<file path="src/rtl/mmrc_pkg.sv">
// ----------------------------------------------------------------------------
// mmrc_pkg
// Shared types and codes of the memory map range checker.
// ----------------------------------------------------------------------------
`default_nettype none

package mmrc_pkg;

    localparam logic [1:0] CMD_LOAD  = 2'd0;
    localparam logic [1:0] CMD_CHECK = 2'd1;
    localparam logic [1:0] CMD_CLEAR = 2'd2;

    localparam logic [1:0] STATUS_OK      = 2'd0;
    localparam logic [1:0] STATUS_UNAVAIL = 2'd1;
    localparam logic [1:0] STATUS_FULL    = 2'd2;
    localparam logic [1:0] STATUS_EMPTY   = 2'd3;

    localparam logic [64:0] FOUR_GIB = 65'h1_0000_0000;
    localparam int          MB_SHIFT = 20;
    localparam int          SUM_W    = 40;
    localparam int          MB_W     = 20;

    typedef struct packed {
        logic [63:0] base;
        logic [63:0] top;
        logic        wrap;
        logic        len_nz;
        logic        usable;
        logic        en;
    } desc_entry_t;

    typedef struct packed {
        logic done;
        logic fail;
    } scan_result_t;

    typedef enum logic [2:0] {
        ST_IDLE,
        ST_CLIP,
        ST_ACC,
        ST_CHECK,
        ST_FINISH
    } ctrl_state_t;

    typedef enum logic [1:0] {
        SC_IDLE,
        SC_RES,
        SC_COV
    } scan_state_t;

endpackage

`default_nettype wire

</file>
<file path="src/rtl/mmrc_scan.sv">
// ----------------------------------------------------------------------------
// mmrc_scan
// Range check engine: one reservation pass over the table, then coverage
// passes that walk a cursor from the range start along usable descriptors.
// ----------------------------------------------------------------------------
`default_nettype none

module mmrc_scan #(
    parameter int CNT_W  = 8,
    parameter int ADDR_W = 7
) (
    input  wire                        clk,
    input  wire                        rst_n,
    input  wire                        start,
    input  wire  [31:0]                range_start,
    input  wire  [31:0]                range_end,
    input  wire  [CNT_W-1:0]           count,
    output logic                       rd_en,
    output logic [ADDR_W-1:0]          rd_addr,
    input  wire mmrc_pkg::desc_entry_t rd_data,
    output mmrc_pkg::scan_result_t     result
);

    mmrc_pkg::scan_state_t phase_reg, phase_next;
    logic [CNT_W-1:0]      rd_idx_reg, rd_idx_next;
    logic [CNT_W-1:0]      pass_reg, pass_next;
    logic                  pend_reg, pend_next;
    logic                  fail_reg, fail_next;
    logic [31:0]           start_reg, start_next;
    logic [31:0]           end_reg, end_next;
    logic [63:0]           cursor_reg, cursor_next;
    logic [63:0]           next_reg, next_next;

    always_ff @(posedge clk or negedge rst_n)
    begin
        if (!rst_n)
        begin
            phase_reg  <= mmrc_pkg::SC_IDLE;
            rd_idx_reg <= '0;
            pass_reg   <= '0;
            pend_reg   <= 1'b0;
            fail_reg   <= 1'b0;
        end
        else
        begin
            phase_reg  <= phase_next;
            rd_idx_reg <= rd_idx_next;
            pass_reg   <= pass_next;
            pend_reg   <= pend_next;
            fail_reg   <= fail_next;
        end
    end

    always_ff @(posedge clk)
    begin
        start_reg  <= start_next;
        end_reg    <= end_next;
        cursor_reg <= cursor_next;
        next_reg   <= next_next;
    end

    always_comb
    begin
        phase_next  = phase_reg;
        rd_idx_next = rd_idx_reg;
        pass_next   = pass_reg;
        pend_next   = pend_reg;
        fail_next   = fail_reg;
        start_next  = start_reg;
        end_next    = end_reg;
        cursor_next = cursor_reg;
        next_next   = next_reg;
        rd_en       = 1'b0;
        rd_addr     = rd_idx_reg[ADDR_W-1:0];
        result      = '0;

        case (phase_reg)
            mmrc_pkg::SC_IDLE:
            begin
                pend_next = 1'b0;
                if (start)
                begin
                    start_next  = range_start;
                    end_next    = range_end;
                    cursor_next = {32'd0, range_start};
                    rd_idx_next = '0;
                    fail_next   = 1'b0;
                    phase_next  = mmrc_pkg::SC_RES;
                end
            end
            mmrc_pkg::SC_RES, mmrc_pkg::SC_COV:
            begin
                // issue the next read
                rd_en     = (rd_idx_reg != count);
                pend_next = rd_en;
                if (rd_en)
                begin
                    rd_idx_next = rd_idx_reg + CNT_W'(1);
                end

                // evaluate the item read last cycle
                if (pend_reg)
                begin
                    if (phase_reg == mmrc_pkg::SC_RES)
                    begin
                        if (rd_data.en && rd_data.len_nz &&
                            (rd_data.wrap ||
                             (!rd_data.usable &&
                              rd_data.base < {32'd0, end_reg} &&
                              rd_data.top > {32'd0, start_reg})))
                        begin
                            fail_next = 1'b1;
                        end
                    end
                    else if (rd_data.usable && rd_data.en &&
                             rd_data.base <= cursor_reg && rd_data.top > next_reg)
                    begin
                        next_next = rd_data.top;
                    end
                end

                // end of a pass over the table
                if (rd_idx_reg == count && !pend_reg)
                begin
                    rd_idx_next = '0;
                    if (phase_reg == mmrc_pkg::SC_RES)
                    begin
                        if (fail_reg || cursor_reg >= {32'd0, end_reg})
                        begin
                            result.done = 1'b1;
                            result.fail = fail_reg;
                            phase_next  = mmrc_pkg::SC_IDLE;
                        end
                        else
                        begin
                            next_next  = cursor_reg;
                            pass_next  = '0;
                            phase_next = mmrc_pkg::SC_COV;
                        end
                    end
                    else if (next_reg == cursor_reg)
                    begin
                        result.done = 1'b1;
                        result.fail = 1'b1;
                        phase_next  = mmrc_pkg::SC_IDLE;
                    end
                    else
                    begin
                        cursor_next = next_reg;
                        if (pass_reg == count || next_reg >= {32'd0, end_reg})
                        begin
                            result.done = 1'b1;
                            result.fail = (next_reg < {32'd0, end_reg});
                            phase_next  = mmrc_pkg::SC_IDLE;
                        end
                        else
                        begin
                            pass_next = pass_reg + CNT_W'(1);
                        end
                    end
                end
            end
            default:
            begin
                phase_next = mmrc_pkg::SC_IDLE;
            end
        endcase
    end

endmodule

`default_nettype wire

</file>
<file path="config.mk">
export PLATFORM = sky130hd
export DESIGN_NAME = mmrc_scan
export DESIGN_NICKNAME = d
export VERILOG_FILES = /design/src/rtl/mmrc_pkg.sv /design/src/rtl/mmrc_scan.sv
export SDC_FILE = /design/constraint.sdc
export NUM_CORES = 1
export LEC_CHECK = 0
export BUFFER_PORTS_ARGS = -buffer_cell sky130_fd_sc_hd__buf_2
export CORE_UTILIZATION = 30
export DETAILED_ROUTE_END_ITERATION = 12
export PLACE_DENSITY = 0.51
export REMOVE_ABC_BUFFERS = 1
export SETUP_SLACK_MARGIN = 0.05
export SLEW_MARGIN = 20
export SYNTH_ARGS = -nofsm -noshare
export SYNTH_HDL_FRONTEND = slang
export SYNTH_SLANG_ARGS = --single-unit
export TNS_END_PERCENT = 20
</file>
<file path="constraint.sdc">
create_clock -name clk -period 13.9 [get_ports clk]
set_input_delay 2.78 -clock clk [delete_from_list [all_inputs] [get_ports clk]]
set_output_delay 2.78 -clock clk [all_outputs]
set_load 0.005 [all_outputs]
</file>
==> impl_metrics.env, run 1 <==
export IMPL_htreeDepth=1
export IMPL_fin_crit_sh_pct=53.5
export IMPL_max_freq_mhz=134
export IMPL_startpoint_type="input port"
export IMPL_yosys_area_share_adder_pct=19.9
export IMPL_cp_max_fo=7
export IMPL_cap_violations=0
export IMPL_cts_root_buffer="clkbuf_16"
export IMPL_synthMostInstantiatedCell="ha_1"
export IMPL_finalPower_mw=2.58
export IMPL_synthFlopType="edfxtp_1"
export IMPL_rsz0062_at_grt="false"
export IMPL_dieArea_mm2=0.0558
export IMPL_postSynthAreaPerCell_um2=10.2
export IMPL_tightest_slew_ns=1.04
export IMPL_setup_viol=0
export IMPL_cts_setup_buffers=0
export IMPL_synth_xor_xnor_area_share_pct=4.42
export IMPL_final_util_pct=35.4
export IMPL_io_pin_count=217
export IMPL_final_max_slew_viol_count=0
export IMPL_ys_types=75
export IMPL_synth_edf_count=192
export IMPL_p_leak_nw=8.57
export IMPL_slew_limit_headroom_pct=30.4
export IMPL_drt_initial_drc_count=762
export IMPL_synth_seq_cells=212
export IMPL_grt_pass1_vias=13200
export IMPL_netlist_instances=1607
export IMPL_die_height_um=236
export IMPL_antenna_found_initial=5
export IMPL_seq_area_frac_synth_pct=38.1
export IMPL_synth_simple_area_share_pct=14.3
export IMPL_muxShareOfSynthArea_pct=6.29
export IMPL_grt_pass1_wl_um=81800
export IMPL_place_ws_ns=6.51
export IMPL_wl_per_cell_um=21.9
export IMPL_cts_hold_buf=0
export IMPL_synth_largest_area_cell="edfxtp_1"
export IMPL_drive_gt1_share_pct=17.6
export IMPL_fin_crit_ns=7.44
export IMPL_yosys_area_top_type_share_pct=35.0
export IMPL_num_vias=13100
export IMPL_finalSetupTns_ns=0
export IMPL_synth_commonest_cells="ha_1 (262), inv_1 (207), edfxtp_1 (192)"
export IMPL_area_delta_synth_final_pct=16.3
export IMPL_die_x_um=236
export IMPL_tritoncts="done"
export IMPL_clk_latency_ns=0.57
export IMPL_grtUsageTotal_pct=19.7
export IMPL_fill_cells=5507
export IMPL_cts_resized=0
export IMPL_ys_warn_count=0
export IMPL_async_flop_share_pct=9.43
export IMPL_hold_path_class="flop to flop"
export IMPL_powerDensity_mw_per_mm2=135
export IMPL_core_area_mm2=0.0540
export IMPL_cts_buffers=29
export IMPL_clkTransAtPathRegs_ns=0.06
export IMPL_start_util_pct=30.5
export IMPL_hpwl_um=44200
export IMPL_row_count=85
export IMPL_fin_ws_ns=6.46
export IMPL_synthesis_area_mm2=0.0165
export IMPL_dp_cells=2491
export IMPL_skew_ns=0.0152
export IMPL_ant_nets=0
export IMPL_totalWireLength_um=55600
export IMPL_outcome="finished, final reports clean"
export IMPL_critPathCaptureType="output port"
export IMPL_cts_sinks=212
export IMPL_drt_first_pass_iters=5
export IMPL_peakVddDrop_v=0.0000943
export IMPL_cts_buffer_depth=3
export IMPL_synth_compound_area_share_pct=10.7
export IMPL_gp_congestion=0.880
export IMPL_vias_per_cell=5.16
export IMPL_cp_arrival_ns=4.66
export IMPL_yosys_top_cells_area="edfxtp_1 (35%), ha_1 (20%), inv_1 (4.7%), xor2_1 (3.9%), mux2i_1 (3.9%)"
export IMPL_drc=0
export IMPL_overflow=0
export IMPL_hold_viol_final=0
export IMPL_final_nets=2295
export IMPL_stdcell_count=2543
export IMPL_required_ns=11.12
export IMPL_grt_max_degree=72
export IMPL_synth_top_family_by_area="adder cells"
export IMPL_io_buffers=216
export IMPL_critPathKind="input port to output port"
## report_power, final
group          internal (mW)  switching (mW)
clock network          0.413           0.294
registers              0.887           0.127
logic                  0.328           0.529
total                   1.63           0.949
## logic make-up after synthesis
family          Yosys count
mux                      99
xor+xnor                 83
flops                   212
fa+ha+maj               262
simple gates            429
buf+inv                 244
compound gates          278
## through the flow
stage	area [µm²]	hold slack, ns
5_1_grt	19100	0.624
6_report	19100	0.594
3_5_place_dp	18200	0.584
4_1_cts	19100	0.599
3_3_place_gp	18200	0.559
2_1_floorplan	16200	0.501
## metal layers
layer	vias to the layer above	track usage, %	share of wire (%)
met2	328	32.0	45
met5	-	0	0.061
li1	6348	-	-
met1	6337	25.7	45
met4	6	7.24	3.6
met3	94	3.85	5.7
## cells in the final DEF (no fill, tap or decap), types with 4 or more instances in the layout
cell type / n
and2_1: 33
mux2i_1: 64
buf_2: 216
nand2_1: 88
ha_1: 261
a221oi_1: 5
nand2b_1: 9
clkinv_2: 11
dfrtp_1: 20
clkbuf_16: 29
o21ai_1: 41
mux2_2: 34
a211oi_1: 5
or3_1: 5
o21bai_1: 4
clkinv_1: 6
xnor2_1: 9
nor4_1: 64
nor3_1: 14
a21oi_1: 86
nand4_1: 65
nand3_1: 37
nor2b_1: 10
o211ai_1: 5
and3_1: 9
a31oi_1: 6
nor2_1: 67
a21o_1: 53
o21ai_0: 36
xor2_1: 74
buf_4: 8
inv_1: 207
edfxtp_1: 192
## path summary, 6_finish.rpt
path,slack (ns),end,from,cells past startpoint
min in group asynchronous,2.18,pass_reg[1]$_DFFE_PN0P_,rst_n,1
hold / removal,0.59,rd_idx_reg[7]$_DFFE_PN0P_,rd_idx_reg[7]$_DFFE_PN0P_,2
max in group asynchronous,11.37,rd_idx_reg[5]$_DFFE_PN0P_,rst_n,1
setup reg to reg,9.94,next_reg[55]$_DFFE_PN_,next_reg[48]$_DFFE_PN_,12
hold reg to reg,0.59,rd_idx_reg[7]$_DFFE_PN0P_,rd_idx_reg[7]$_DFFE_PN0P_,2
setup / recovery,6.46,result[1],count[2],8
## critical path: stages
cell     delay (ns)
buf_2          0.12
xor2_1         0.17
nor4_1         0.34
nand2_1        0.25
nor2_1         0.24
nand2_1        0.23
nor3_1         0.34
buf_2          0.18
## final cells by class
| cell class | count | area [µm²] | area share (%) |
|---|---|---|---|
| Antenna cell | 1 | 2.50 | 0.0131 |
| Tap cell | 696 | 871 | 4.55 |
| Clock inverter | 20 | 146 | 0.765 |
| Timing Repair Buffer | 224 | 1140 | 5.97 |
| Multi-Input combinational cell | 1151 | 9190 | 48.0 |
| Inverter | 208 | 781 | 4.08 |
| Sequential cell | 212 | 6270 | 32.8 |
| Clock buffer | 31 | 733 | 3.83 |
No activity file was read; power rests on OpenSTA's default activity.
==> inputs of run 2 (changes only) <==
--- a/config.mk
+++ b/config.mk
@@ -8,7 +8,7 @@
 export BUFFER_PORTS_ARGS = -buffer_cell sky130_fd_sc_hd__buf_2
 export CORE_UTILIZATION = 30
 export DETAILED_ROUTE_END_ITERATION = 12
-export PLACE_DENSITY = 0.51
+export PLACE_DENSITY = 0.49
 export REMOVE_ABC_BUFFERS = 1
 export SETUP_SLACK_MARGIN = 0.05
 export SLEW_MARGIN = 20
==> constraint.sdc (replaced) <==
create_clock -name clk -period 7.36 [get_ports clk]
set_input_delay 1.472 -clock clk [delete_from_list [all_inputs] [get_ports clk]]
set_output_delay 1.472 -clock clk [all_outputs]
set_load 0.005 [all_outputs]
==> impl_metrics.env, run 2 (synthesis gave the netlist of run 1 again) <==
export IMPL_outcome="finished, final reports clean"
export IMPL_hold_path_class="flop to flop"
export IMPL_final_util_pct=35.6
export IMPL_drt_initial_drc_count=747
export IMPL_reg2reg_to="next_reg[35]$_DFFE_PN_"
export IMPL_p_leak_nw=8.61
export IMPL_r2r_start="cursor_reg[21]$_DFFE_PP_"
export IMPL_required_ns=5.89
export IMPL_area_delta_synth_final_pct=16.9
export IMPL_critPathCaptureType="output port"
export IMPL_ant_nets=0
export IMPL_r2r_cells=12
export IMPL_fin_crit_ns=5.26
export IMPL_wl_per_cell_um=22.3
export IMPL_cts_root_buffer="clkbuf_16"
export IMPL_r2r_setup_slack_ns=2.86
export IMPL_grt_max_degree=77
export IMPL_final_max_slew_viol_count=0
export IMPL_core_area_mm2=0.0540
export IMPL_die_x_um=236
export IMPL_rsz0062_at_grt="false"
export IMPL_antenna_found_initial=0
export IMPL_clk_latency_ns=0.57
export IMPL_fin_crit_sh_pct=71.5
export IMPL_diodes=0
export IMPL_slowest_delay_ns=0.50
export IMPL_powerDensity_mw_per_mm2=262
export IMPL_slew_limit_headroom_pct=30.5
export IMPL_cap_violations=0
export IMPL_vias_per_cell=5.20
export IMPL_hpwl_um=45100
export IMPL_drt_first_pass_iters=5
export IMPL_worstHoldEndpoint="rd_idx_reg[7]$_DFFE_PN0P_"
export IMPL_drive_gt1_share_pct=17.7
export IMPL_slowest_stage="edfxtp_1"
export IMPL_row_count=85
export IMPL_htreeDepth=1
export IMPL_tightest_slew_ns=1.04
export IMPL_max_freq_mhz=190
export IMPL_setup_viol=0
export IMPL_skew_ns=0.0119
export IMPL_cts_setup_buffers=0
export IMPL_hold_viol_final=0
export IMPL_clkTransAtPathRegs_ns=0.06
export IMPL_cts_resized=0
export IMPL_startpoint_type="flop"
export IMPL_layout_commonest_cell="ha_1"
export IMPL_finalSetupTns_ns=0
export IMPL_cts_sinks=212
export IMPL_num_vias=13200
export IMPL_critPathKind="flop to output port"
export IMPL_grt_pass1_vias=13200
export IMPL_overflow=0
export IMPL_final_nets=2296
export IMPL_io_pin_count=217
export IMPL_final_cell_mix="ha_1 (261), buf_2 (216), inv_1 (207), edfxtp_1 (192), nand2_1 (88)"
export IMPL_peakVddDrop_v=0.000191
export IMPL_cts_hold_buf=0
export IMPL_dieArea_mm2=0.0558
export IMPL_totalWireLength_um=56700
export IMPL_gp_congestion=0.900
export IMPL_path_cells="ha_1 > nand4_1 > or2_1 > or3_1 > nor4_2 > or3_1 > nor4_1 > nor3_1 > buf_2"
export IMPL_cts_buffers=29
export IMPL_stdcell_count=2545
export IMPL_dp_cells=2492
export IMPL_cts_buffer_depth=3
export IMPL_cpMostUsedCell="or3_1"
export IMPL_cp_max_fo=5
export IMPL_grtUsageTotal_pct=20.1
export IMPL_cp_arrival_ns=3.79
export IMPL_start_util_pct=30.5
export IMPL_holdCritStartpoint="rd_idx_reg[7]$_DFFE_PN0P_"
export IMPL_drc=0
export IMPL_grt_pass1_wl_um=83800
export IMPL_tritoncts="done"
export IMPL_hold_path_depth=2
export IMPL_die_height_um=236
export IMPL_io_buffers=216
-- run 2: cell types whose count changed in the layout (fill, tap and decap cells not counted), moves of 2 or more --
| cell | previous run | this run |
|---|---|---|
| clkbuf_1 | 2 | 7 |
| bufinv_16 | 2 | 4 |
| clkinv_2 | 11 | 6 |
| clkbuf_8 | 0 | 4 |
| clkinvlp_4 | 0 | 2 |
| clkinv_1 | 6 | 1 |
-- run 2: metrics by stage --
step	setup slack, ns	hold WS [ns]	area, µm²	power, mW
floorplan	-6.42	0.501	16200	2.99
global placement	1.84	0.542	18300	3.54
detailed placement	1.82	0.555	18300	3.58
CTS	2.09	0.568	19200	5.08
global route	2.01	0.635	19200	5.32
finish	2.10	0.576	19200	5.04
-- run 2: layout make-up --
type	instances	area, µm²
fillers	5469	34800
flip-flops and latches	212	6270
inverters	208	781
well taps	696	871
repair buffers	225	1160
multi-input cells	1151	9190
clock buffers	40	807
clock inverters	13	169
-- run 2: layer usage --
metal	up-vias	share of wire [%]	track usage, %
met5	-	0	0
met4	0	3.0	5.96
met3	68	4.1	2.05
met2	328	46	32.6
met1	6479	47	28.2
li1	6353	-	-
-- run 2: worst max-delay path by stage --
stage | end | startpoint | depth (start not counted) | slack (ns)
floorplan | cursor_reg[0]$_DFFE_PP_ | phase_reg[0]$_DFFE_PN0P_ | 5 | -6.42
global placement | next_reg[36]$_DFFE_PN_ | rd_data[114] | 11 | 1.84
finish | result[1] | next_reg[31]$_DFFE_PN_ | 9 | 2.10
global route | result[1] | next_reg[30]$_DFFE_PN_ | 9 | 2.01
detailed placement | next_reg[35]$_DFFE_PN_ | rd_data[114] | 11 | 1.82
CTS | result[1] | next_reg[31]$_DFFE_PN_ | 9 | 2.09
-- run 2: critical path, delay by kind of cell, from the launching register on --
| kind | cells | cell delay [ns] |
|---|---|---|
| buffers and inverters | 1 | 0.21 |
| flip-flops | 1 | 0.50 |
| AND/OR/NAND/NOR | 7 | 2.16 |
| adder cells (fa/ha/maj) | 1 | 0.34 |
-- run 2: power by group --
| part | total, mW | internal (mW) | switching [mW] |
|---|---|---|---|
| clock network | 1.48 | 0.900 | 0.578 |
| logic | 1.64 | 0.624 | 1.02 |
| registers | 1.92 | 1.67 | 0.245 |
| total | 5.04 | 3.20 | 1.84 |
==> inputs of run 3 (changes only) <==
==> constraint.sdc (replaced) <==
create_clock -name clk -period 4.85 [get_ports clk]
set_input_delay 0.97 -clock clk [delete_from_list [all_inputs] [get_ports clk]]
set_output_delay 0.97 -clock clk [all_outputs]
set_load 0.005 [all_outputs]
==> impl_metrics.env, run 3 (synthesis gave the netlist of run 1 again) <==
export IMPL_outcome="finished, final reports clean"
export IMPL_path_buf_inv=1
export IMPL_slowest_stage="edfxtp_1"
export IMPL_io_buffers=216
export IMPL_dp_cells=2498
export IMPL_skew_ns=0.0228
export IMPL_dieArea_mm2=0.0558
export IMPL_final_area_mm2=0.0193
export IMPL_cts_setup_buffers=0
export IMPL_die_height_um=236
export IMPL_startpoint_type="flop"
export IMPL_hold_viol_final=0
export IMPL_gp_congestion=0.907
export IMPL_cts_resized=0
export IMPL_timing_critical_path_max_delay_family="simple AND/OR/NAND/NOR gates"
export IMPL_grt_max_degree=72
export IMPL_antenna_found_initial=1
export IMPL_final_util_pct=35.8
export IMPL_setup_viol=0
export IMPL_cts_root_buffer="clkbuf_16"
export IMPL_finalSetupTns_ns=0
export IMPL_num_vias=13100
export IMPL_required_ns=3.88
export IMPL_cap_violations=0
export IMPL_drt_first_pass_iters=4
export IMPL_finalPower_mw=7.67
export IMPL_grtUsageTotal_pct=19.9
export IMPL_postPlaceCellArea_mm2=0.0183
export IMPL_slew_limit_headroom_pct=31.0
export IMPL_hpwl_um=44900
export IMPL_grt_pass1_wl_um=83000
export IMPL_row_count=85
export IMPL_critPathKind="flop to output port"
export IMPL_final_cell_mix="ha_1 (261), buf_2 (216), inv_1 (207), edfxtp_1 (192), nand2_1 (88)"
export IMPL_path_cells="ha_1 > nand4_1 > or2_1 > or3_1 > nor4_2 > o21ai_0 > a221oi_1 > buf_2"
export IMPL_wl_per_cell_um=21.9
export IMPL_tightest_slew_ns=1.01
export IMPL_max_freq_mhz=217
export IMPL_drc=0
export IMPL_critPathCaptureType="output port"
export IMPL_drive_gt1_share_pct=18.1
export IMPL_stdcell_count=2554
export IMPL_fill_cells=5473
export IMPL_cp_arrival_ns=3.64
export IMPL_totalWireLength_um=56000
export IMPL_drt_initial_drc_count=764
export IMPL_powerDensity_mw_per_mm2=397
export IMPL_hold_path_class="input port to asynchronous set/reset pin"
export IMPL_p_leak_nw=8.66
export IMPL_p_sw_share_pct=36.6
export IMPL_cts_buffer_depth=3
export IMPL_multi_input_area_mm2=0.00919
export IMPL_start_util_pct=30.5
export IMPL_clkTransAtPathRegs_ns=0.06
export IMPL_cts_buffers=30
export IMPL_p_comb_share_pct=32.6
export IMPL_cp_max_fo=5
export IMPL_final_max_slew_viol_count=0
export IMPL_intPower_mw=4.86
export IMPL_io_pin_count=217
export IMPL_core_area_mm2=0.0540
export IMPL_ant_nets=0
export IMPL_cts_hold_buf=0
export IMPL_clkPwrFrac_pct=29.5
export IMPL_htreeDepth=1
export IMPL_grt_pass1_vias=13000
export IMPL_clk_latency_ns=0.58
export IMPL_layout_commonest_cell="ha_1"
export IMPL_tritoncts="done"
export IMPL_rsz0062_at_grt="false"
export IMPL_peakVddDrop_v=0.000307
export IMPL_switchingPower_mw=2.81
export IMPL_slowest_delay_ns=0.51
export IMPL_cts_sinks=212
export IMPL_fin_crit_ns=4.61
export IMPL_overflow=0
export IMPL_seqPwrFrac_pct=37.9
export IMPL_area_delta_synth_final_pct=17.4
export IMPL_fin_crit_sh_pct=95.0
export IMPL_seq_area_mm2=0.00627
export IMPL_vias_per_cell=5.15
export IMPL_final_nets=2303
export IMPL_die_x_um=236
[run 3: cell count changes in the layout (fill, tap and decap cells not counted), sizes merged]
cell	delta
inv	+1
clkinv	+10
diode	+1
buf	+6
clkbuf	-9
[run 3: worst paths after layout]
path	startpoint	cells after the start	end	slack [ns]
setup / recovery	next_reg[30]$_DFFE_PN_	8	result[0]	0.24
hold / removal	rst_n	1	pass_reg[2]$_DFFE_PN0P_	0.36
setup reg to reg	cursor_reg[45]$_SDFFCE_PP0P_	11	next_reg[31]$_DFFE_PN_	0.76
hold reg to reg	rd_idx_reg[7]$_DFFE_PN0P_	2	rd_idx_reg[7]$_DFFE_PN0P_	0.56
max in group asynchronous	rst_n	1	pass_reg[7]$_DFFE_PN0P_	4.13
min in group clk	range_end[27]	1	end_reg[27]$_DFFE_PP_	0.56
[run 3: per-stage QoR]
stage,hold WS [ns],setup WS [ns]
after floorplan,0.501,-8.93
after CTS,0.355,0.253
after detailed placement,0.562,0.248
after global placement,0.536,0.257
final,0.362,0.240
after global routing,0.382,0.0864
[run 3: layout make-up]
type	instances	share of cell area (%)
Antenna cell	1	0.0130
Clock buffer	31	4.01
Clock inverter	24	1.19
Inverter	208	4.04
Multi-Input combinational cell	1151	47.6
Sequential cell	212	32.4
Tap cell	696	4.51
Timing Repair Buffer	231	6.24
[run 3: layer usage]
layer	GRT usage [%]	wire (µm)
met1	28.1	26700
met2	32.2	25600
met3	2.12	2280
met4	5.25	1460
met5	0	0
[run 3: worst reg2reg max path: stages, from the launching register on]
cell	delay (ns)
edfxtp_1	0.53
inv_1	0.12
ha_1	0.33
nand4_2	0.22
nor4_4	0.41
nand3_2	0.25
nor4_4	0.39
nand3_1	0.29
a211oi_4	0.34
buf_4	0.59
mux2i_1	0.30
o21ai_1	0.08
[run 3: power groups by stage]
stage                     registers (mW)  logic (mW)  clock network (mW)
after global routing                2.95        2.80                2.38
after detailed placement            2.94        2.51                   0
after global placement              2.94        2.45                   0
after CTS                           2.91        2.53                2.32
after floorplan                     2.78        1.50                   0
final                               2.91        2.50                2.26
